$ cat src/rtl/core/thq_pkg.sv
// Shared types, widths and codes for the terrain height query block.
package thq_pkg;

  // Defaults for the top-level parameters
  localparam int MAX_VERTICES_DEF  = 4096;
  localparam int FRACTION_BITS_DEF = 16;

  // Field and datapath widths
  localparam int COORD_W = 32;             // Q16.16 coordinate
  localparam int INDEX_W = 12;             // vertex slot field
  localparam int GRID_W  = 13;             // grid counts
  localparam int ITV_W   = 16;             // vertex interval
  localparam int EDGE_W  = COORD_W + 1;    // exact difference of two coordinates
  localparam int PROD_W  = 2 * EDGE_W;     // edge times edge
  localparam int NORM_W  = PROD_W + 1;     // normal component
  localparam int NUM_W   = 101;            // plane numerator
  localparam int QUOT_W  = 34;             // quotient bits kept before saturation

  // Result codes
  typedef enum logic [1:0] {
    STATUS_OK         = 2'd0,
    STATUS_OUTSIDE    = 2'd1,
    STATUS_DEGENERATE = 2'd2
  } status_t;

  // Opcodes
  localparam logic OP_WRITE = 1'b0;
  localparam logic OP_QUERY = 1'b1;

  // Register indexes
  localparam logic [1:0] REG_GRID_COUNT_X    = 2'd0;
  localparam logic [1:0] REG_GRID_COUNT_Z    = 2'd1;
  localparam logic [1:0] REG_VERTEX_INTERVAL = 2'd2;

  // Saturation limits of the height
  localparam logic [COORD_W-1:0] HEIGHT_MAX = 32'h7FFF_FFFF;
  localparam logic [COORD_W-1:0] HEIGHT_MIN = 32'h8000_0000;

  typedef struct packed {
    logic [GRID_W-1:0] grid_count_x;
    logic [GRID_W-1:0] grid_count_z;
    logic [ITV_W-1:0]  vertex_interval;
  } cfg_t;

  typedef struct packed {
    logic               is_query;
    logic [INDEX_W-1:0] vertex_index;
    logic [COORD_W-1:0] vertex_x;
    logic [COORD_W-1:0] vertex_y;
    logic [COORD_W-1:0] vertex_z;
    logic [COORD_W-1:0] query_x;
    logic [COORD_W-1:0] query_z;
  } item_t;

  typedef struct packed {
    logic [COORD_W-1:0] x;
    logic [COORD_W-1:0] y;
    logic [COORD_W-1:0] z;
  } vertex_t;

  // Four corners of the cell: c00 = base, c01 = base+1, c10 = next row, c11 = next row+1
  typedef struct packed {
    logic               oob;
    logic [COORD_W-1:0] query_x;
    logic [COORD_W-1:0] query_z;
    vertex_t            c00;
    vertex_t            c01;
    vertex_t            c10;
    vertex_t            c11;
  } corners_t;

  typedef struct packed {
    logic               oob;
    logic               flat;
    logic [COORD_W-1:0] p0y;
    logic [NUM_W-1:0]   num;
    logic [NORM_W-1:0]  ny;
  } plane_t;

  typedef struct packed {
    logic               oob;
    logic               flat;
    logic               neg;
    logic               ovf;
    logic [COORD_W-1:0] p0y;
    logic [QUOT_W-1:0]  quot;
  } quot_t;

  // Sign-extend a coordinate by one bit
  function automatic logic signed [EDGE_W-1:0] widen(input logic [COORD_W-1:0] v);
    return $signed({v[COORD_W-1], v});
  endfunction

endpackage

$ cat src/rtl/core/thq_cell_locate.sv
// Cell finder: pipelined divide by the vertex interval, bounds check, base index.
module thq_cell_locate #(
  parameter int MAX_VERTICES  = thq_pkg::MAX_VERTICES_DEF,
  parameter int FRACTION_BITS = thq_pkg::FRACTION_BITS_DEF,
  localparam int AW = $clog2(MAX_VERTICES)
) (
  input  logic            clk,
  input  logic            rst,
  input  logic            en,
  input  thq_pkg::cfg_t   cfg,
  input  logic            in_valid,
  input  thq_pkg::item_t  in_item,
  output logic            out_valid,
  output thq_pkg::item_t  out_item,
  output logic            out_oob,
  output logic [AW-1:0]   out_base
);

  localparam int COORD_W = thq_pkg::COORD_W;
  localparam int IW      = COORD_W - 1 - FRACTION_BITS;  // integer bits of a coordinate
  localparam int RW      = thq_pkg::ITV_W;
  localparam int BW      = IW + thq_pkg::GRID_W;
  localparam logic [RW-1:0] ITV_ONE = 1;

  logic [RW-1:0]  itv;
  logic           cfg_bad;
  logic           sv    [IW+1];
  thq_pkg::item_t sitem [IW+1];
  logic           sbad  [IW+1];
  logic [RW-1:0]  remx  [IW+1];
  logic [RW-1:0]  remz  [IW+1];
  logic [IW-1:0]  quox  [IW+1];
  logic [IW-1:0]  quoz  [IW+1];
  logic [IW-1:0]  col;
  logic [IW-1:0]  row;
  logic           past_x;
  logic           past_z;
  logic [BW-1:0]  base_full;

  // Zero interval counts as one; grid shape checks
  assign itv     = (cfg.vertex_interval == '0) ? ITV_ONE : cfg.vertex_interval;
  assign cfg_bad = (cfg.grid_count_x < 13'd2) || (cfg.grid_count_z < 13'd2) ||
                   ((32'(cfg.grid_count_x) * 32'(cfg.grid_count_z)) > 32'(MAX_VERTICES));

  // Entry stage
  always_ff @(posedge clk) begin
    if (rst) begin
      sv[0] <= 1'b0;
    end else if (en) begin
      sv[0] <= in_valid;
    end
  end

  always_ff @(posedge clk) begin
    if (en) begin
      sitem[0] <= in_item;
      sbad[0]  <= cfg_bad || in_item.query_x[COORD_W-1] || in_item.query_z[COORD_W-1];
      remx[0]  <= '0;
      remz[0]  <= '0;
      quox[0]  <= '0;
      quoz[0]  <= '0;
    end
  end

  // One restoring quotient bit per stage, x and z side by side
  for (genvar k = 1; k <= IW; k++) begin : g_step
    logic [RW:0] trial_x;
    logic [RW:0] trial_z;
    logic        fit_x;
    logic        fit_z;

    assign trial_x = {remx[k-1], sitem[k-1].query_x[FRACTION_BITS + IW - k]};
    assign trial_z = {remz[k-1], sitem[k-1].query_z[FRACTION_BITS + IW - k]};
    assign fit_x   = trial_x >= {1'b0, itv};
    assign fit_z   = trial_z >= {1'b0, itv};

    always_ff @(posedge clk) begin
      if (rst) begin
        sv[k] <= 1'b0;
      end else if (en) begin
        sv[k] <= sv[k-1];
      end
    end

    always_ff @(posedge clk) begin
      if (en) begin
        sitem[k] <= sitem[k-1];
        sbad[k]  <= sbad[k-1];
        remx[k]  <= fit_x ? RW'(trial_x - {1'b0, itv}) : trial_x[RW-1:0];
        remz[k]  <= fit_z ? RW'(trial_z - {1'b0, itv}) : trial_z[RW-1:0];
        quox[k]  <= quox[k-1] | (IW'(fit_x) << (IW - k));
        quoz[k]  <= quoz[k-1] | (IW'(fit_z) << (IW - k));
      end
    end
  end

  // Last row or column is outside; base = row * count_x + col
  assign col       = quox[IW];
  assign row       = quoz[IW];
  assign past_x    = 32'(col) >= (32'(cfg.grid_count_x) - 32'd1);
  assign past_z    = 32'(row) >= (32'(cfg.grid_count_z) - 32'd1);
  assign base_full = BW'(row) * BW'(cfg.grid_count_x) + BW'(col);

  always_ff @(posedge clk) begin
    if (rst) begin
      out_valid <= 1'b0;
    end else if (en) begin
      out_valid <= sv[IW];
    end
  end

  always_ff @(posedge clk) begin
    if (en) begin
      out_item <= sitem[IW];
      out_oob  <= sbad[IW] || past_x || past_z;
      out_base <= base_full[AW-1:0];
    end
  end

  // An in-grid query addresses only slots inside the store
  a_corner_in_store: assert property (@(posedge clk) disable iff (rst)
    out_valid && out_item.is_query && !out_oob |->
      (32'(out_base) + 32'(cfg.grid_count_x) + 32'd1) < 32'(MAX_VERTICES))
    else $error("cell corner beyond vertex store");

endmodule

$ cat config.mk
export PLATFORM = sky130hd
export DESIGN_NAME = thq_cell_locate
export DESIGN_NICKNAME = d
export VERILOG_FILES = /design/src/rtl/core/thq_pkg.sv /design/src/rtl/core/thq_cell_locate.sv
export SDC_FILE = /design/constraint.sdc
export NUM_CORES = 2
export LEC_CHECK = 0
export BUFFER_PORTS_ARGS = -buffer_cell sky130_fd_sc_hd__buf_4
export CAP_MARGIN = 20
export CORE_UTILIZATION = 40
export DETAILED_ROUTE_END_ITERATION = 12
export GPL_TIMING_DRIVEN = 0
export HOLD_SLACK_MARGIN = 0.06
export PLACE_DENSITY = 0.62
export SKIP_CTS_REPAIR_TIMING = 1
export SLEW_MARGIN = 20
export SYNTH_ARGS = -nofsm -noshare
export SYNTH_HDL_FRONTEND = slang
export SYNTH_SLANG_ARGS = --single-unit
$ cat constraint.sdc
create_clock -name clk -period 13 [get_ports clk]
set_input_delay 2.6 -clock clk [delete_from_list [all_inputs] [get_ports clk]]
set_output_delay 2.6 -clock clk [all_outputs]
set_load 0.01 [all_outputs]
Word-level counts from Yosys, hierarchy flattened --
Memory sizes are Yosys's and may differ from the RTL's. A register that Yosys moved wholly into a read port is not among the register bits. Cells that the tools add are included. W data, S select, Z words.
Word-level totals: RAM bits 3792, bits in registers 13, memories 7, word-level logic and storage cells 185, bits of input ports 219, output and inout bits 187
Memories:
- sitem | depth 16, bits a word 173, rd ports 16, clocked after memory_dff 1, wr ports 16, line thq_cell_locate.sv:28 | thq_pkg::item_t sitem [IW+1];
- remx | depth 16, bits a word 16, rd ports 15, clocked after memory_dff 0, wr ports 16, line thq_cell_locate.sv:30 | logic [RW-1:0] remx [IW+1];
- remz | depth 16, bits a word 16, rd ports 15, clocked after memory_dff 0, wr ports 16, line thq_cell_locate.sv:31 | logic [RW-1:0] remz [IW+1];
- quox | depth 16, bits a word 15, rd ports 16, clocked after memory_dff 0, wr ports 16, line thq_cell_locate.sv:32 | logic [IW-1:0] quox [IW+1];
- quoz | depth 16, bits a word 15, rd ports 16, clocked after memory_dff 0, wr ports 16, line thq_cell_locate.sv:33 | logic [IW-1:0] quoz [IW+1];
- sbad | depth 16, bits a word 1, rd ports 16, clocked after memory_dff 0, wr ports 16, line thq_cell_locate.sv:29 | logic sbad [IW+1];
- +1 memories
Cells by class: mux-type cells 53, reductions and logical operators 7, $add $sub $neg 33, multiply operators 2, magnitude comparators 35, bitwise gates (word level) 46
Operators by type and width (number):
- $ge A17 B16 Y1 | 30
- $mux W16 | 31
- $sub A16 B16 Y16 | 30
- $ge A15 B32 Y1 | 2
- $or A15 B1 Y15 | 2
- $or A15 B10 Y15 | 2
- $or A15 B11 Y15 | 2
- $or A15 B12 Y15 | 2
- $or A15 B13 Y15 | 2
- $or A15 B14 Y15 | 2
- $or A15 B15 Y15 | 2
- $or A15 B2 Y15 | 2
- $or A15 B3 Y15 | 2
- $or A15 B4 Y15 | 2
- $or A15 B5 Y15 | 2
- $or A15 B6 Y15 | 2
- $or A15 B7 Y15 | 2
- $or A15 B8 Y15 | 2
- $or A15 B9 Y15 | 2
- $sub A13 B1 Y14 const B | 2
- $gt A26 B13 Y1 const B | 1
- $lt A13 B2 Y1 const B | 2
- $mul A13 B13 Y26 | 1
- $mux W1 | 22
- other kinds (5) | 25

Logic depth before layout (Yosys ltp) --
depth after elaboration 5, gate-level depth with buffers 23, mapped depth without buffers 21

Worst setup path before layout --
Ideal clock, no wire load.
path kind input -> register, from input port cfg[29] (netlist bit), to memory sbad[0][0], data pin, stages on the path 20, setup slack 4762 ps, arrival 7974 ps, required time 12736 ps, library setup time 264 ps, path buffers 2, cells stage by stage clkbuf_1 -> clkbuf_1 -> nand2_1 -> fa_1 -> fa_1 -> inv_1 -> fa_1 -> fa_1 -> inv_1 -> fa_1 -> inv_1 -> ha_1 -> a21o_1 -> a2111o_1 -> o22ai_1 -> o21ai_1 -> a221oi_1 -> mux2i_1 -> and4_1 -> nand4_1
RTL lines:
- start: declaration | line thq_cell_locate.sv:10 | input thq_pkg::cfg_t cfg,
- end: declaration | line thq_cell_locate.sv:29

==> metrics <==
Worst Path Max Fanout 10; CTS Buf Count between 300 and 400; CP Launch Point cfg[35]; share of cells above drive strength 1 14.1%; Buffers on Ports between 300 and 400; Max-cap violations 0; Root Buffer clkbuf_16; hold slack approximately 0.38 ns; Die Y roughly 600 µm; maximum vdd drop 0.144 mV; fin crit share just under 70%; largest net degree at the start of global routing about 170; Netlist cell types 77; worst path cell trace buf_4, clkbuf_1, clkbuf_1, nand2_1, fa_1, fa_1, inv_1, fa_1, fa_1, inv_1, fa_1, inv_1, ha_1, a21o_1, a2111o_1, o22ai_1, o21ai_1, a221oi_1, mux2i_1, and4_1, nand4_1; Worst Skew ~0.057 ns; DRT iter0 DRCs around 5000; vias in the first global route slightly below 70000; gr usage total a little over an eighth; CTS sink count 3675; leakage power between 50 and 60 nW; worst-margin pin slew ~0.94 ns; final hold vios 0; CP Capture Point sbad[0][0]; cell mode on critical path fa_1; placed instance area 0.153 mm²; mapped cell area 0.143 mm²; Pins Over Slew Limit 0; minimum clock period 8.98 ns; YS warnings 0; ANT nets after route 0; synthesis-stage register bit count about 3700; initial antenna violation count 27; CTS Buffer Depth 4; Setup Viol. Count Final 0; fmax about 110 MHz; Synth Flop Type edfxtp_1; Worst-path clk slew about 0.060 ns; WP data arrival between 9 and 10 ns; initial cell density of the core between 40% and 50%; average cell area after synthesis 17.9 µm²; Ports between 400 and 500; P&R area growth vs syn 15.8%; Final Wtd Congestion roughly 0.86; die area 0.359 mm²; drt wl/cell roughly 18 µm; commonest non-fill, non-tap cells in the layout edfxtp_1, ha_1, inv_1, buf_4, a21oi_1; Hold WC Path Type register to register; slowest cell delay on critical path between 0.6 and 0.7 ns; htree depth 5; FF-to-FF End out_base[11]; CP required approximately 14 ns; Slew headroom between 30% and 40%; Detailed Place HPWL ~160000 µm; total power draw 0.0337 W; worst skew pair latency between 0.9 and 1 ns; CTS tree built; Critical Path Stages 21; R2R depth 19; Post-synth EDFFs around 3700; failing checks DRC; setup TNS 0 ns; Startpoint Class primary input; WL final between 200000 and 250000 µm; Seq/Total Area, Yosys 77.3%; drt drc 108; Pre-Repair DR Iteration Count 11; Cells after Synth ~8000; CP Buf/Inv Count 6; worst r2r src quoz[1][107]; detailed-route via count between 60000 and 70000; setup slack, reg-to-reg a little under 8 ns; Syn Nets approximately 9000; Max stage delay cell, worst path clkbuf_1; crit path kind primary input to register; RSZ-0062 raised after global routing false; first-pass GRT wire length around 380000 µm; via/cell ratio 4.82; grt ovf 0; total core area 0.356 mm²; Power Density roughly 200 mW/mm²; fin nets 9787; status finished, violations left; die span in x about 600 µm; ys async rst share 0%; FP Rows 219; critical path's top delay family adder cells; nature of the critical path endpoint register; design area roughly 0.17 mm²; commonest non-fill, non-tap cell in the layout edfxtp_1
==> worst min-delay path by stage <==
stage,from,to,slack (ns),depth (start not counted)
3_5_place_dp,sitem[15][101],out_item[101],0.40,0
5_1_grt,sitem[5][116],sitem[6][116],0.38,0
2_1_floorplan,sitem[15][0],out_item[0],0.40,0
4_1_cts,sitem[5][116],sitem[6][116],0.37,0
3_3_place_gp,sitem[10][88],sitem[11][88],0.40,0
6_report,sitem[12][116],sitem[13][116],0.38,0
==> metal layers <==
layer | share of wire [%] | track usage (%)
met3 | 4.4 | 2.38
met4 | 3.1 | 4.54
met1 | 44 | 17.3
met5 | 0 | 0
met2 | 48 | 22.1
==> cell families (layout without fill, tap and decap cells) <==
group | after synthesis | count (layout) | share of synthesized area, %
flops | 3675 | 3675 | 77.3
simple gates | 1332 | 1332 | 4.68
compound gates | 1036 | 1036 | 4.53
fa+ha+maj | 782 | 782 | 7.88
buf+inv | 514 | 1640 | 1.38
xor+xnor | 375 | 375 | 2.30
mux | 252 | 252 | 1.97
other cells | 0 | 7 | 0
==> stage by stage <==
| step | util, % | setup WS [ns] | instances |
|---|---|---|---|
| finish | 46.5 | 4.02 | 13900 |
| global route | 46.5 | 3.69 | 13800 |
| CTS | 46.5 | 4.14 | 13800 |
| detailed placement | 43.0 | 3.14 | 13200 |
| global placement | 42.7 | -26.73 | 13100 |
| floorplan | - | 4.76 | 7966 |
==> layout make-up <==
| cell class | count | area [µm²] |
|---|---|---|
| Fill cell | 30000 | 190000 |
| Sequential cell | 3675 | 110000 |
| Multi-Input combinational cell | 3777 | 30500 |
| Clock buffer | 434 | 9780 |
| Tap cell | 4751 | 5940 |
| Timing Repair Buffer | 437 | 4020 |
| Clock inverter | 255 | 2740 |
| Inverter | 415 | 1570 |
| Buffer | 99 | 422 |
| Antenna cell | 7 | 17.5 |
==> worst reg2reg max path, stage by stage (launching register included) <==
cell and delay, ns:
edfxtp_1 0.36, clkbuf_1 0.47, nand2_1 0.17, fa_1 0.57, inv_1 0.05, fa_1 0.45
ha_1 0.31, ha_1 0.27, inv_1 0.05, fa_1 0.53, inv_1 0.07, fa_1 0.46
a21oi_1 0.15, nor2_1 0.05, nor2_1 0.16, o21bai_1 0.09, a21oi_1 0.22, o21bai_1 0.10
a21oi_1 0.18, xnor2_1 0.12
==> state kept, by name, summed over array words and instances, names as in the netlist <==
signal,cells
quoz,120
sbad,16
sitem,2768
out_item,173
quox,120
remx,224
out_base,12
remz,224
out_oob,1
sv,16
out_valid,1
==> cell usage after synthesis (4+ instances only) <==
master | instances | area (µm²)
edfxtp_1 | 3674 | 110000
ha_1 | 587 | 7340
inv_1 | 415 | 1560
a21oi_1 | 386 | 1930
nand2_1 | 315 | 1180
nor2_1 | 311 | 1170
xnor2_1 | 293 | 2570
mux2_2 | 212 | 2390
fa_1 | 195 | 3900
o21ai_0 | 192 | 961
a21o_1 | 134 | 1010
and2_1 | 122 | 763
nand4_1 | 115 | 719
nor2b_1 | 96 | 601
nor3_1 | 91 | 455
clkbuf_1 | 84 | 315
xor2_1 | 82 | 718
o21a_1 | 77 | 578
nand2b_1 | 75 | 469
nor4_1 | 48 | 300
nand3_1 | 41 | 205
a31oi_1 | 37 | 231
mux2i_1 | 34 | 340
o41ai_1 | 30 | 263
or2_2 | 24 | 150
or3_1 | 24 | 150
and3_1 | 20 | 125
a211oi_1 | 19 | 143
o21bai_1 | 19 | 143
o31a_1 | 18 | 158
or4_1 | 17 | 128
a211o_1 | 16 | 140
nand3b_1 | 15 | 113
o211ai_1 | 15 | 113
o31ai_1 | 15 | 113
buf_2 | 12 | 60.1
a21boi_0 | 11 | 82.6
a311oi_1 | 11 | 96.3
nor3b_1 | 7 | 52.6
o22ai_1 | 7 | 43.8
mux2_4 | 6 | 90.1
o21ai_1 | 6 | 30.0
a221o_1 | 4 | 40.0
==> power by group <==
group          leakage, nW  total (W)  internal (W)  switching [W]
Clock                 6.06     0.0107       0.00625        0.00448
Combinational         17.9    0.00768       0.00348        0.00420
Sequential            36.0     0.0153        0.0148       0.000506
No activity file was read; power rests on OpenSTA's default activity.
